**src/rtl/erpm_pkg.sv**
```systemverilog
`timescale 1ns / 1ps
`default_nettype none
// ----------------------------------------------------------------------------
// Encoder speed estimator package
// Shared widths, constants and controller/datapath interface types.
// ----------------------------------------------------------------------------
package erpm_pkg;

  localparam int COUNT_BITS = 16;
  localparam int TIME_BITS  = 32;
  localparam int CPR_W      = 16;
  localparam int RPM_W      = 16;
  localparam int MPM_W      = 26;
  localparam int NUM_W      = COUNT_BITS + MPM_W;
  localparam int DEN_W      = CPR_W + TIME_BITS;
  localparam int REM_W      = DEN_W + 1;
  localparam int STEP_W     = $clog2(NUM_W);
  localparam int IN_DATA_W  = COUNT_BITS + TIME_BITS;

  localparam logic [MPM_W-1:0] MICROS_PER_MIN = MPM_W'(60000000);
  localparam logic [CPR_W-1:0] CPR_RESET      = CPR_W'(2048);
  localparam logic [RPM_W-1:0] RPM_POS_MAX    = RPM_W'(16'h7FFF);
  localparam logic [RPM_W-1:0] RPM_NEG_MIN    = RPM_W'(16'h8000);

  localparam logic MODE_SAMPLE   = 1'b0;
  localparam logic MODE_BASELINE = 1'b1;

  typedef struct packed {
    logic accept;
    logic mul;
    logic step;
    logic resolve;
    logic finish;
  } erpm_cmd_t;

  typedef struct packed {
    logic fast;
    logic div_last;
  } erpm_stat_t;

endpackage : erpm_pkg
`default_nettype wire

```
**src/rtl/erpm_ctrl.sv**
```systemverilog
`timescale 1ns / 1ps
`default_nettype none
// ----------------------------------------------------------------------------
// Encoder speed estimator controller
// Sequences accept, multiply, serial divide, resolve and output load.
// ----------------------------------------------------------------------------
module erpm_ctrl
  import erpm_pkg::*;
(
  input  wire logic       clk,
  input  wire logic       rst_n,
  input  wire logic       in_tvalid,
  output logic            in_tready,
  output logic            out_tvalid,
  input  wire logic       out_tready,
  input  wire erpm_stat_t stat,
  output erpm_cmd_t       cmd
);

  localparam logic [2:0] ST_IDLE    = 3'd0;
  localparam logic [2:0] ST_MUL     = 3'd1;
  localparam logic [2:0] ST_DIV     = 3'd2;
  localparam logic [2:0] ST_RESOLVE = 3'd3;
  localparam logic [2:0] ST_DONE    = 3'd4;

  logic [2:0] state_r, state_nxt;
  logic       out_valid_r, out_valid_nxt;

  always_comb begin
    state_nxt   = state_r;
    cmd         = '0;
    in_tready   = 1'b0;
    case (state_r)
      ST_IDLE: begin
        in_tready = 1'b1;
        if (in_tvalid) begin
          cmd.accept = 1'b1;
          state_nxt  = stat.fast ? ST_DONE : ST_MUL;
        end
      end
      ST_MUL: begin
        cmd.mul   = 1'b1;
        state_nxt = ST_DIV;
      end
      ST_DIV: begin
        cmd.step = 1'b1;
        if (stat.div_last) begin
          state_nxt = ST_RESOLVE;
        end
      end
      ST_RESOLVE: begin
        cmd.resolve = 1'b1;
        state_nxt   = ST_DONE;
      end
      ST_DONE: begin
        if (!out_valid_r || out_tready) begin
          cmd.finish = 1'b1;
          state_nxt  = ST_IDLE;
        end
      end
      default: begin
        state_nxt = ST_IDLE;
      end
    endcase
  end

  always_comb begin
    out_valid_nxt = out_valid_r;
    if (out_valid_r && out_tready) begin
      out_valid_nxt = 1'b0;
    end
    if (cmd.finish) begin
      out_valid_nxt = 1'b1;
    end
  end

  assign out_tvalid = out_valid_r;

  always_ff @(posedge clk) begin
    if (!rst_n) begin
      state_r     <= ST_IDLE;
      out_valid_r <= 1'b0;
    end else begin
      state_r     <= state_nxt;
      out_valid_r <= out_valid_nxt;
    end
  end

endmodule : erpm_ctrl
`default_nettype wire

```
**src/rtl/erpm_dp.sv**
```systemverilog
`timescale 1ns / 1ps
`default_nettype none
// ----------------------------------------------------------------------------
// Encoder speed estimator datapath
// Baseline state, scaling multiplies, restoring divider and output register.
// ----------------------------------------------------------------------------
module erpm_dp
  import erpm_pkg::*;
(
  input  wire logic                  clk,
  input  wire logic                  rst_n,
  input  wire logic                  in_mode,
  input  wire logic [COUNT_BITS-1:0] in_count,
  input  wire logic [TIME_BITS-1:0]  in_time,
  input  wire logic                  cfg_we,
  input  wire logic [CPR_W-1:0]      cfg_cpr,
  input  wire erpm_cmd_t             cmd,
  output erpm_stat_t                 stat,
  output logic [RPM_W-1:0]           out_rpm,
  output logic                       out_clip,
  output logic                       out_refresh
);

  logic [CPR_W-1:0]      cpr_r;
  logic [COUNT_BITS-1:0] last_count_r;
  logic [TIME_BITS-1:0]  last_time_r;
  logic [RPM_W-1:0]      held_rpm_r;
  logic                  held_clip_r;
  logic [COUNT_BITS-1:0] mag_r;
  logic                  neg_r;
  logic [TIME_BITS-1:0]  dt_r;
  logic [NUM_W-1:0]      quo_r;
  logic [DEN_W-1:0]      den_r;
  logic [DEN_W-1:0]      rem_r;
  logic [STEP_W-1:0]     step_r;
  logic [RPM_W-1:0]      res_rpm_r;
  logic                  res_clip_r;
  logic                  res_refresh_r;
  logic [RPM_W-1:0]      out_rpm_r;
  logic                  out_clip_r;
  logic                  out_refresh_r;

  logic [TIME_BITS-1:0]  dt;
  logic [COUNT_BITS-1:0] delta;
  logic                  delta_neg;
  logic [COUNT_BITS-1:0] delta_mag;
  logic [CPR_W-1:0]      cpr_eff;
  logic [REM_W-1:0]      rem_sh;
  logic [REM_W-1:0]      rem_diff;
  logic                  q_bit;
  logic [NUM_W-1:0]      limit;
  logic                  clip;
  logic                  round_up;
  logic [NUM_W-1:0]      q_round;
  logic [RPM_W-1:0]      rpm_mag;

  function automatic logic [RPM_W-1:0] res_rpm_nxt_f(input logic c, input logic n,
                                                     input logic [RPM_W-1:0] m);
    logic [RPM_W-1:0] v;
    begin
      if (c) begin
        v = n ? RPM_NEG_MIN : RPM_POS_MAX;
      end else begin
        v = n ? (~m + RPM_W'(1)) : m;
      end
      return v;
    end
  endfunction

  assign dt        = in_time - last_time_r;
  assign delta     = in_count - last_count_r;
  assign delta_neg = delta[COUNT_BITS-1];
  assign delta_mag = delta_neg ? (~delta + COUNT_BITS'(1)) : delta;
  assign cpr_eff   = (cpr_r == '0) ? CPR_W'(1) : cpr_r;

  assign stat.fast     = (in_mode == MODE_BASELINE) || (dt == '0);
  assign stat.div_last = (step_r == STEP_W'(NUM_W - 1));

  assign rem_sh   = {rem_r, quo_r[NUM_W-1]};
  assign rem_diff = rem_sh - {1'b0, den_r};
  assign q_bit    = (rem_sh >= {1'b0, den_r});

  assign limit    = neg_r ? NUM_W'(32768) : NUM_W'(32767);
  assign clip     = (quo_r > limit) || ((quo_r == limit) && (rem_r != '0));
  assign round_up = ({rem_r, 1'b0} >= {1'b0, den_r});
  assign q_round  = quo_r + NUM_W'(round_up);
  assign rpm_mag  = q_round[RPM_W-1:0];

  always_ff @(posedge clk) begin
    if (!rst_n) begin
      cpr_r        <= CPR_RESET;
      last_count_r <= '0;
      last_time_r  <= '0;
      held_rpm_r   <= '0;
      held_clip_r  <= 1'b0;
    end else begin
      if (cfg_we) begin
        cpr_r <= cfg_cpr;
      end
      if (cmd.accept) begin
        if (in_mode == MODE_BASELINE) begin
          last_count_r <= in_count;
          last_time_r  <= in_time;
          held_rpm_r   <= '0;
          held_clip_r  <= 1'b0;
        end else if (dt != '0) begin
          last_count_r <= in_count;
          last_time_r  <= in_time;
        end
      end
      if (cmd.resolve) begin
        held_rpm_r  <= res_rpm_nxt_f(clip, neg_r, rpm_mag);
        held_clip_r <= clip;
      end
    end
  end

  always_ff @(posedge clk) begin
    if (cmd.accept) begin
      mag_r <= delta_mag;
      neg_r <= delta_neg;
      dt_r  <= dt;
      if (in_mode == MODE_BASELINE) begin
        res_rpm_r     <= '0;
        res_clip_r    <= 1'b0;
        res_refresh_r <= 1'b0;
      end else begin
        res_rpm_r     <= held_rpm_r;
        res_clip_r    <= held_clip_r;
        res_refresh_r <= 1'b0;
      end
    end
    if (cmd.mul) begin
      quo_r  <= NUM_W'(mag_r) * NUM_W'(MICROS_PER_MIN);
      den_r  <= DEN_W'(cpr_eff) * DEN_W'(dt_r);
      rem_r  <= '0;
      step_r <= '0;
    end
    if (cmd.step) begin
      quo_r  <= {quo_r[NUM_W-2:0], q_bit};
      rem_r  <= q_bit ? rem_diff[DEN_W-1:0] : rem_sh[DEN_W-1:0];
      step_r <= step_r + STEP_W'(1);
    end
    if (cmd.resolve) begin
      res_rpm_r     <= res_rpm_nxt_f(clip, neg_r, rpm_mag);
      res_clip_r    <= clip;
      res_refresh_r <= 1'b1;
    end
    if (cmd.finish) begin
      out_rpm_r     <= res_rpm_r;
      out_clip_r    <= res_clip_r;
      out_refresh_r <= res_refresh_r;
    end
  end

  assign out_rpm     = out_rpm_r;
  assign out_clip    = out_clip_r;
  assign out_refresh = out_refresh_r;

endmodule : erpm_dp
`default_nettype wire

```
**src/rtl/encoder_rpm_estimator_core.sv**
```systemverilog
`timescale 1ns / 1ps
`default_nettype none
// ----------------------------------------------------------------------------
// Encoder rpm estimator core
// M-method shaft speed from encoder counter readings and microsecond stamps.
//
// The input stream carries one reading per transfer: the counter value and
// timestamp in in_tdata and the mode bit in in_tuser. Each input transfer
// yields exactly one output transfer with the signed rpm in out_tdata and
// the clipped and refreshed flags in out_tuser. The cfg channel writes
// counts_per_rev and is always ready; write it only while the core is idle.
// A sample that needs a new estimate passes from one input transfer to the
// next through the accept, a multiply, the restoring divider, a resolve
// step and the output load, which waits while the output register is full.
// Baseline and zero-elapsed-time transfers skip to the output load.
// The result is registered; the next input is accepted while it waits.
// If the receiver stalls, the following result waits in the core and no
// further input is taken until the output register frees up.
// Reset clears the baseline and held speed and sets counts_per_rev to 2048.
// ----------------------------------------------------------------------------
module encoder_rpm_estimator_core
  import erpm_pkg::*;
(
  input  wire logic                 clk,
  input  wire logic                 rst_n,
  input  wire logic                 in_tvalid,
  output logic                      in_tready,
  input  wire logic [IN_DATA_W-1:0] in_tdata,   // count_value, time_us
  input  wire logic                 in_tuser,   // mode
  output logic                      out_tvalid,
  input  wire logic                 out_tready,
  output logic [RPM_W-1:0]          out_tdata,  // speed_rpm
  output logic [1:0]                out_tuser,  // clipped, refreshed
  input  wire logic                 cfg_valid,
  output logic                      cfg_ready,
  input  wire logic [CPR_W-1:0]     cfg_data
);

  erpm_cmd_t  cmd;
  erpm_stat_t stat;
  logic       out_clip;
  logic       out_refresh;

  assign cfg_ready = 1'b1;

  erpm_ctrl u_ctrl (
    .clk        (clk),
    .rst_n      (rst_n),
    .in_tvalid  (in_tvalid),
    .in_tready  (in_tready),
    .out_tvalid (out_tvalid),
    .out_tready (out_tready),
    .stat       (stat),
    .cmd        (cmd)
  );

  erpm_dp u_dp (
    .clk         (clk),
    .rst_n       (rst_n),
    .in_mode     (in_tuser),
    .in_count    (in_tdata[COUNT_BITS-1:0]),
    .in_time     (in_tdata[IN_DATA_W-1:COUNT_BITS]),
    .cfg_we      (cfg_valid && cfg_ready),
    .cfg_cpr     (cfg_data),
    .cmd         (cmd),
    .stat        (stat),
    .out_rpm     (out_tdata),
    .out_clip    (out_clip),
    .out_refresh (out_refresh)
  );

  assign out_tuser = {out_refresh, out_clip};

  a_clip_saturates: assert property (@(posedge clk) disable iff (!rst_n)
    (out_tvalid && out_tuser[0]) |-> ((out_tdata == RPM_POS_MAX) || (out_tdata == RPM_NEG_MIN)))
    else $error("clipped result is not saturated");

  a_busy_after_accept: assert property (@(posedge clk) disable iff (!rst_n)
    (in_tvalid && in_tready) |=> !in_tready)
    else $error("input accepted while an item is in progress");

  a_result_after_work: assert property (@(posedge clk) disable iff (!rst_n)
    $rose(out_tvalid) |-> !$past(in_tready))
    else $error("result appeared without a finished item");

endmodule : encoder_rpm_estimator_core
`default_nettype wire

```
**config.mk**
```make
export PLATFORM = sky130hd
export DESIGN_NAME = encoder_rpm_estimator_core
export DESIGN_NICKNAME = d
export VERILOG_FILES = /design/src/rtl/erpm_pkg.sv /design/src/rtl/erpm_ctrl.sv /design/src/rtl/erpm_dp.sv /design/src/rtl/encoder_rpm_estimator_core.sv
export SDC_FILE = /design/constraint.sdc
export NUM_CORES = 2
export LEC_CHECK = 0
export ABC_AREA = 1
export BUFFER_PORTS_ARGS = -buffer_cell sky130_fd_sc_hd__buf_2
export CAP_MARGIN = 0
export CORE_MARGIN = 2
export CORE_UTILIZATION = 53
export CTS_BUF_LIST = sky130_fd_sc_hd__clkbuf_8 sky130_fd_sc_hd__clkbuf_16
export DETAILED_ROUTE_END_ITERATION = 10
export PLACE_DENSITY = 0.69
export SLEW_MARGIN = 20
export SYNTH_ARGS = -nofsm -noshare
export SYNTH_HDL_FRONTEND = slang
export SYNTH_HIERARCHICAL = 1
export SYNTH_SLANG_ARGS = --single-unit
```
**constraint.sdc**
```tcl
create_clock -name clk -period 7.6 [get_ports clk]
set_clock_uncertainty 0.1 [all_clocks]
set_input_delay 1.14 -clock clk [delete_from_list [all_inputs] [get_ports clk]]
set_output_delay 1.14 -clock clk [all_outputs]
set_load 0.1 [all_outputs]
```
## Yosys cells after proc, flatten, opt, wreduce, memory -nomap -nowiden

Cells that the tools add are included.

- Add/subtract/negate cells: 7
- Multiply operators: 2
- Divide/modulo/power cells: 0
- Magnitude comparators: 3
- Equal/unequal tests: 9
- Shifts and indexed selects: 0
- Mux-type cells: 38
- Bitwise logic cells: 2
- Reductions and logical operators: 17

Operator list:

| cell | count |
|---|---|
| 16-bit two-way mux | 10 |
| 48-bit two-way mux | 3 |
| 49-bit by 48-bit >= comparator with 1-bit output | 2 |
| 42-bit two-way mux | 2 |
| 32-bit two-way mux | 2 |
| 16-bit by 32-bit multiplier with 48-bit output | 1 |
| 48-bit nonzero test | 1 |
| 48-bit subtractor | 1 |
| 42-bit by 16-bit equality test with 1-bit output | 1 |
| 42-bit by 16-bit greater-than comparator with 1-bit output | 1 |
| 16-bit by 18-bit multiplier with 34-bit output (second input constant) | 1 |
| 16-bit by 1-bit adder with 16-bit output (second input constant) | 2 |
| 32-bit zero test | 1 |
| 16-bit NOT | 2 |
| 32-bit nonzero test | 1 |
| 32-bit subtractor | 1 |
| 16-bit by 1-bit adder with 16-bit output | 1 |
| 16-bit zero test | 1 |
| 16-bit subtractor | 1 |
| 15-bit two-way mux | 1 |
| 3-bit case mux with 5 select lines | 1 |
| 1-bit two-way mux | 13 |
| 3-bit two-way mux | 4 |
| 6-bit two-way mux | 2 |
| 14 further kinds | 22 |

- Register bits after elaboration: 314
- Latch bits: 0
- Memory bits (writable): 0
- Bits in read-only memories: 0
- Input bits: 70
- Output and inout port bits: 21
- Word-level logic and storage cells: 99
- Memories kept: 0

## Logic depth before layout (Yosys ltp)

- Depth in word-level cells: 7
- Gate-level depth with buffers: 29

## By module

Netlist, hierarchy kept.

Modules (own cells, without submodules):

| module | instances | cells each | area each (um^2) |
|---|---|---|---|
| erpm_dp | 1 | 5609 | 42473.2 |
| erpm_ctrl | 1 | 38 | 241.5 |
| encoder_rpm_estimator_core | 1 | 4 | 26.3 |

## Worst setup path after synthesis

No wires, ideal clock.

- Path kind: reg2reg
- From: reg u_dp.dt_r[5]
- To: reg u_dp.den_r[45] (data pin)
- Library setup time: 265 ps
- Arrival: 5821 ps
- Data required time: 7235 ps
- Path slack: 1414 ps
- Cell stages (with the launch flop): 26
- Period minus slack after synthesis: 6186 ps
- Cell sequence: edfxtp_1 -> clkbuf_1 -> clkbuf_1 -> nand2_1 -> fa_1 -> inv_1 -> fa_1 -> inv_1 -> fa_1 -> inv_1 -> fa_1 -> fa_1 -> inv_1 -> fa_1 -> inv_1 -> ha_1 -> nand2_1 -> nand2_1 -> nand3_1 -> nand2_1 -> a21o_1 -> nor3_1 -> o21ai_0 -> a21oi_1 -> o21ai_0 -> xor2_1

- Word-level cells in the longest chain between the ends: 1

Ends and longest elaborated chain:

| item | line | RTL |
|---|---|---|
| start: declaration | erpm_dp.sv:31 | `logic [TIME_BITS-1:0] dt_r;` |
| start signal: assignment | erpm_dp.sv:122 | `dt_r <= dt;` |
| 16-bit by 32-bit multiplier with 48-bit output | erpm_dp.sv:135 | `den_r <= DEN_W'(cpr_eff) * DEN_W'(dt_r);` |
| end signal: assignment | erpm_dp.sv:135 |  |
| end: declaration | erpm_dp.sv:33 | `logic [DEN_W-1:0] den_r;` |

No other way between the ends.
A chain may end at the register's enable or synchronous reset.

## Final worst setup path

- From: reg u_dp.cpr_r[3]
- To: reg u_dp.den_r[45] (data pin)

- Word-level cells in the longest chain between the ends: 3

Ends and longest elaborated chain:

| item | line | RTL |
|---|---|---|
| start: declaration | erpm_dp.sv:24 | `logic [CPR_W-1:0] cpr_r;` |
| start signal: assignment | erpm_dp.sv:98 | `cpr_r <= cfg_cpr;` |
| 16-bit zero test | erpm_dp.sv:74 | `assign cpr_eff = (cpr_r == '0) ? CPR_W'(1) : cpr_r;` |
| 16-bit two-way mux * | erpm_dp.sv:74 |  |
| 16-bit by 32-bit multiplier with 48-bit output * | erpm_dp.sv:135 |  |

Every way passes the cells marked *; elsewhere a longest branch is shown, timed or not.

==> results.py <==
metrics = {
    "global_routing": {
        "track_usage": 0.267,
        "grt_overflow": 0,
        "grt_max_degree": 78,
        "grt_pass1_wl_um": 179000,
        "antenna_found_initial": 1,
        "grt_pass1_vias": 35035,
    },
    "timing": {
        "worstMarginPinSlew_ps": 1000,
        "fmax_mhz": 144,
        "relSlewSlack": 0.334,
        "hold_viol": 0,
        "rsz0062_at_grt": "false",
        "finalCritPeriodShare": 0.913,
        "fin_tns_setup_ps": 0,
        "drv_slew": 0,
        "setup_viol": 0,
        "min_period_ps": 6940,
    },
    "setup_path": {
        "endpoint": "u_dp/den_r[45]",
        "max_stage_delay_ps": 890,
        "reg2reg_depth": 22,
        "r2r_slack_ps": 660,
        "worstPathCellList": "buf_4 > nand2_1 > fa_1 > fa_1 > fa_1 > fa_1 > inv_1 > fa_1 > inv_1 > fa_1 > inv_1 > ha_1 > nand2_1 > nand2_1 > nand3_1 > nand2_1 > a21o_1 > nor3_1 > o21ai_0 > a21oi_1 > o21ai_0 > xor2_1",
        "critical_path_depth": 22,
        "setup.worst_path.end_class": "flop",
        "cp-start-kind": "flop",
        "path_max_fanout": 22,
        "path_buf_inv": 4,
        "cpMostUsedCell": "fa_1",
        "arrival_ps": 7160,
        "rr_endpoint": "u_dp/den_r[45]",
        "slowest_stage": "dfxtp_1",
        "startpoint": "u_dp/cpr_r[3]",
        "cpLargestDelayFamily": "adder cells",
        "r2r_start": "u_dp/cpr_r[3]",
        "critPathRequiredTime_ps": 7820,
        "worstSetupPathType": "flop to flop",
    },
    "die": {
        "io_pins": 91,
        "die_w_um": 288,
        "die_h_um": 288,
        "placementRows": 104,
        "die-area_mm2": 0.0829,
        "start_util": 0.533,
        "core_mm2": 0.0802,
    },
    "clock_tree": {
        "clk_pin_slew_ps": 60,
        "cts_setup_buffers": 0,
        "cts-htree-levels": 2,
        "cts-root-buf": "clkbuf_16",
        "clk_latency_ps": 600,
        "cts_tree": "built",
        "clkSinkCount": 314,
        "numCtsBuffers": 40,
        "cts_buffer_depth": 3,
        "cts_resized": 0,
        "ctsHoldBuffers": 0,
    },
    "synth": {
        "synth_top_area_share": 0.236,
        "synth_cell_types": 52,
        "ys_ff_latch": 314,
        "synthTopCellsByArea": "fa_1, edfxtp_1, inv_1, nand2_1, ha_1",
        "synthFlopType": "edfxtp_1",
        "syn_avg_cell_area_um2": 7.56,
        "synth_nets": 6602,
        "yosys.area.top_type": "fa_1",
        "ys_warn_count": 6,
        "async_flop_share": 0,
        "syn_inst": 5651,
        "synth_edf_count": 228,
        "synthesis.area_mm2": 0.0427,
        "synth.yosys.seq_area_share": 0.200,
    },
    "cells_and_area": {
        "nFillCells": 7702,
        "n_antenna_cell": 0,
        "final_nets": 6576,
        "area_growth_pct": 6.18,
        "multi_input_area_mm2": 0.0282,
        "layout-drive-gt1-share": 0.0502,
        "seqCellArea_mm2": 0.00857,
    },
    "route": {
        "wl_per_cell_um": 16.1,
        "via_per_inst": 5.18,
        "drc": 0,
        "drt-total-wl_um": 108000,
        "antenna_left": 0,
        "vias": 34794,
        "drtPass1Iterations": 6,
        "first_iter_violations": 2371,
    },
    "run": {
        "cap_violations": 0,
    },
    "place": {
        "portBuffers": 89,
        "dp_hpwl_um": 89400,
        "place_congestion": 0.966,
    },
    "worst_hold_path": {
        "hold_path_class": "flop to flop",
    },
    "status": {
        "outcome": "finished, final reports clean",
    },
}
## cells in the final DEF, fill, tap and decap left out, drive strengths merged, types with 6 or more instances in the layout
cell type	n
o21ai	204
xnor2	57
nor2	454
buf	129
o211ai	8
nand3b	7
fa	504
nor4	23
a211oi	7
nand4	36
and3	6
clkinv	17
dfxtp	86
clkbuf	41
a21o	19
nand2	1316
edfxtp	228
o21a	6
a21oi	282
a31oi	54
or2	25
ha	377
inv	1388
nand3	212
a21boi	8
xor2	86
nor3	30
o21bai	19
## stage by stage
step                cell area, µm²  hold WS (ps)  setup WS, ps  cells  utilization
finish                       45400           318           662   6717        0.566
global route                 45400           327           241   6717        0.566
CTS                          45400           320           622   6716        0.566
detailed placement           44000           305           685   6642        0.549
global placement             44000           301           793   6642        0.549
floorplan                    42700           300          1410   5651            -
## Yosys cell counts (54+ instances only)
cell         n
o21ai_0    201
ha_1       377
nand3_1    207
dfxtp_1     86
xnor2_1     57
a21oi_1    244
inv_1     1368
edfxtp_1   228
xor2_1      85
a31oi_1     54
fa_1       504
clkbuf_1   163
nor2_1     445
nand2_1   1314
## worst min-delay path by stage
stage | startpoint | endpoint | slack (ps) | cells after the start
after floorplan | u_dp/res_clip_r | u_dp/out_clip | 300 | 0
after global placement | u_dp/res_rpm_r[10] | u_dp/out_rpm[10] | 300 | 0
after detailed placement | u_dp/res_rpm_r[9] | u_dp/out_rpm[9] | 310 | 0
after CTS | u_dp/res_rpm_r[9] | u_dp/out_rpm[9] | 320 | 0
after global routing | u_dp/res_clip_r | u_dp/out_clip | 330 | 0
final | u_dp/res_rpm_r[9] | u_dp/out_rpm[9] | 320 | 0
## layer usage
layer	vias to the layer above	track usage	share of wire
met2	889	0.455	0.48
met3	162	0.0412	0.056
met4	2	0.0661	0.023
met1	16569	0.357	0.45
li1	17172	-	-
met5	-	0	0.00012
## sequential cells by signal, indices dropped and copies added (netlist names), 3 cells and up
register / cells
u_ctrl/state_r: 3
u_dp/cpr_r: 16
u_dp/den_r: 48
u_dp/dt_r: 32
u_dp/held_rpm_r: 16
u_dp/last_count_r: 16
u_dp/last_time_r: 32
u_dp/mag_r: 16
u_dp/out_rpm: 16
u_dp/quo_r: 42
u_dp/rem_r: 48
u_dp/res_rpm_r: 16
u_dp/step_r: 6
## logic make-up (layout without fill, tap and decap cells)
family | count (synthesis) | after routing | synth area share
AND/OR/NAND/NOR | 2113 | 2113 | 0.200
AO/OA/AOI/OAI | 623 | 623 | 0.0830
other | 1 | 1 | 0.0000877
XOR/XNOR | 143 | 143 | 0.0295
adder cells (fa/ha/maj) | 881 | 881 | 0.346
buffers and inverters | 1576 | 1582 | 0.140
flip-flops | 314 | 314 | 0.200
## final cells by class
class | count | area share
inverters | 1379 | 0.114
multi-input cells | 3761 | 0.622
flip-flops and latches | 314 | 0.189
clock inverters | 33 | 0.00722
well taps | 1060 | 0.0292
repair buffers | 129 | 0.0164
clock buffers | 41 | 0.0224
## worst reg2reg max path, cell delays in order, from the launching register on
cell and delay (ps):
dfxtp_1 890, buf_4 350, nand2_1 100, fa_1 590
fa_1 450, fa_1 450, fa_1 550, inv_1 50
fa_1 480, inv_1 60, fa_1 520, inv_1 40
ha_1 370, nand2_1 100, nand2_1 70, nand3_1 70
nand2_1 70, a21o_1 170, nor3_1 430, o21ai_0 230
a21oi_1 240, o21ai_0 130, xor2_1 160
Power is left out: the tool's default activity adds up to more than one toggle a clock period on the data nets, which glitch-free logic cannot reach.
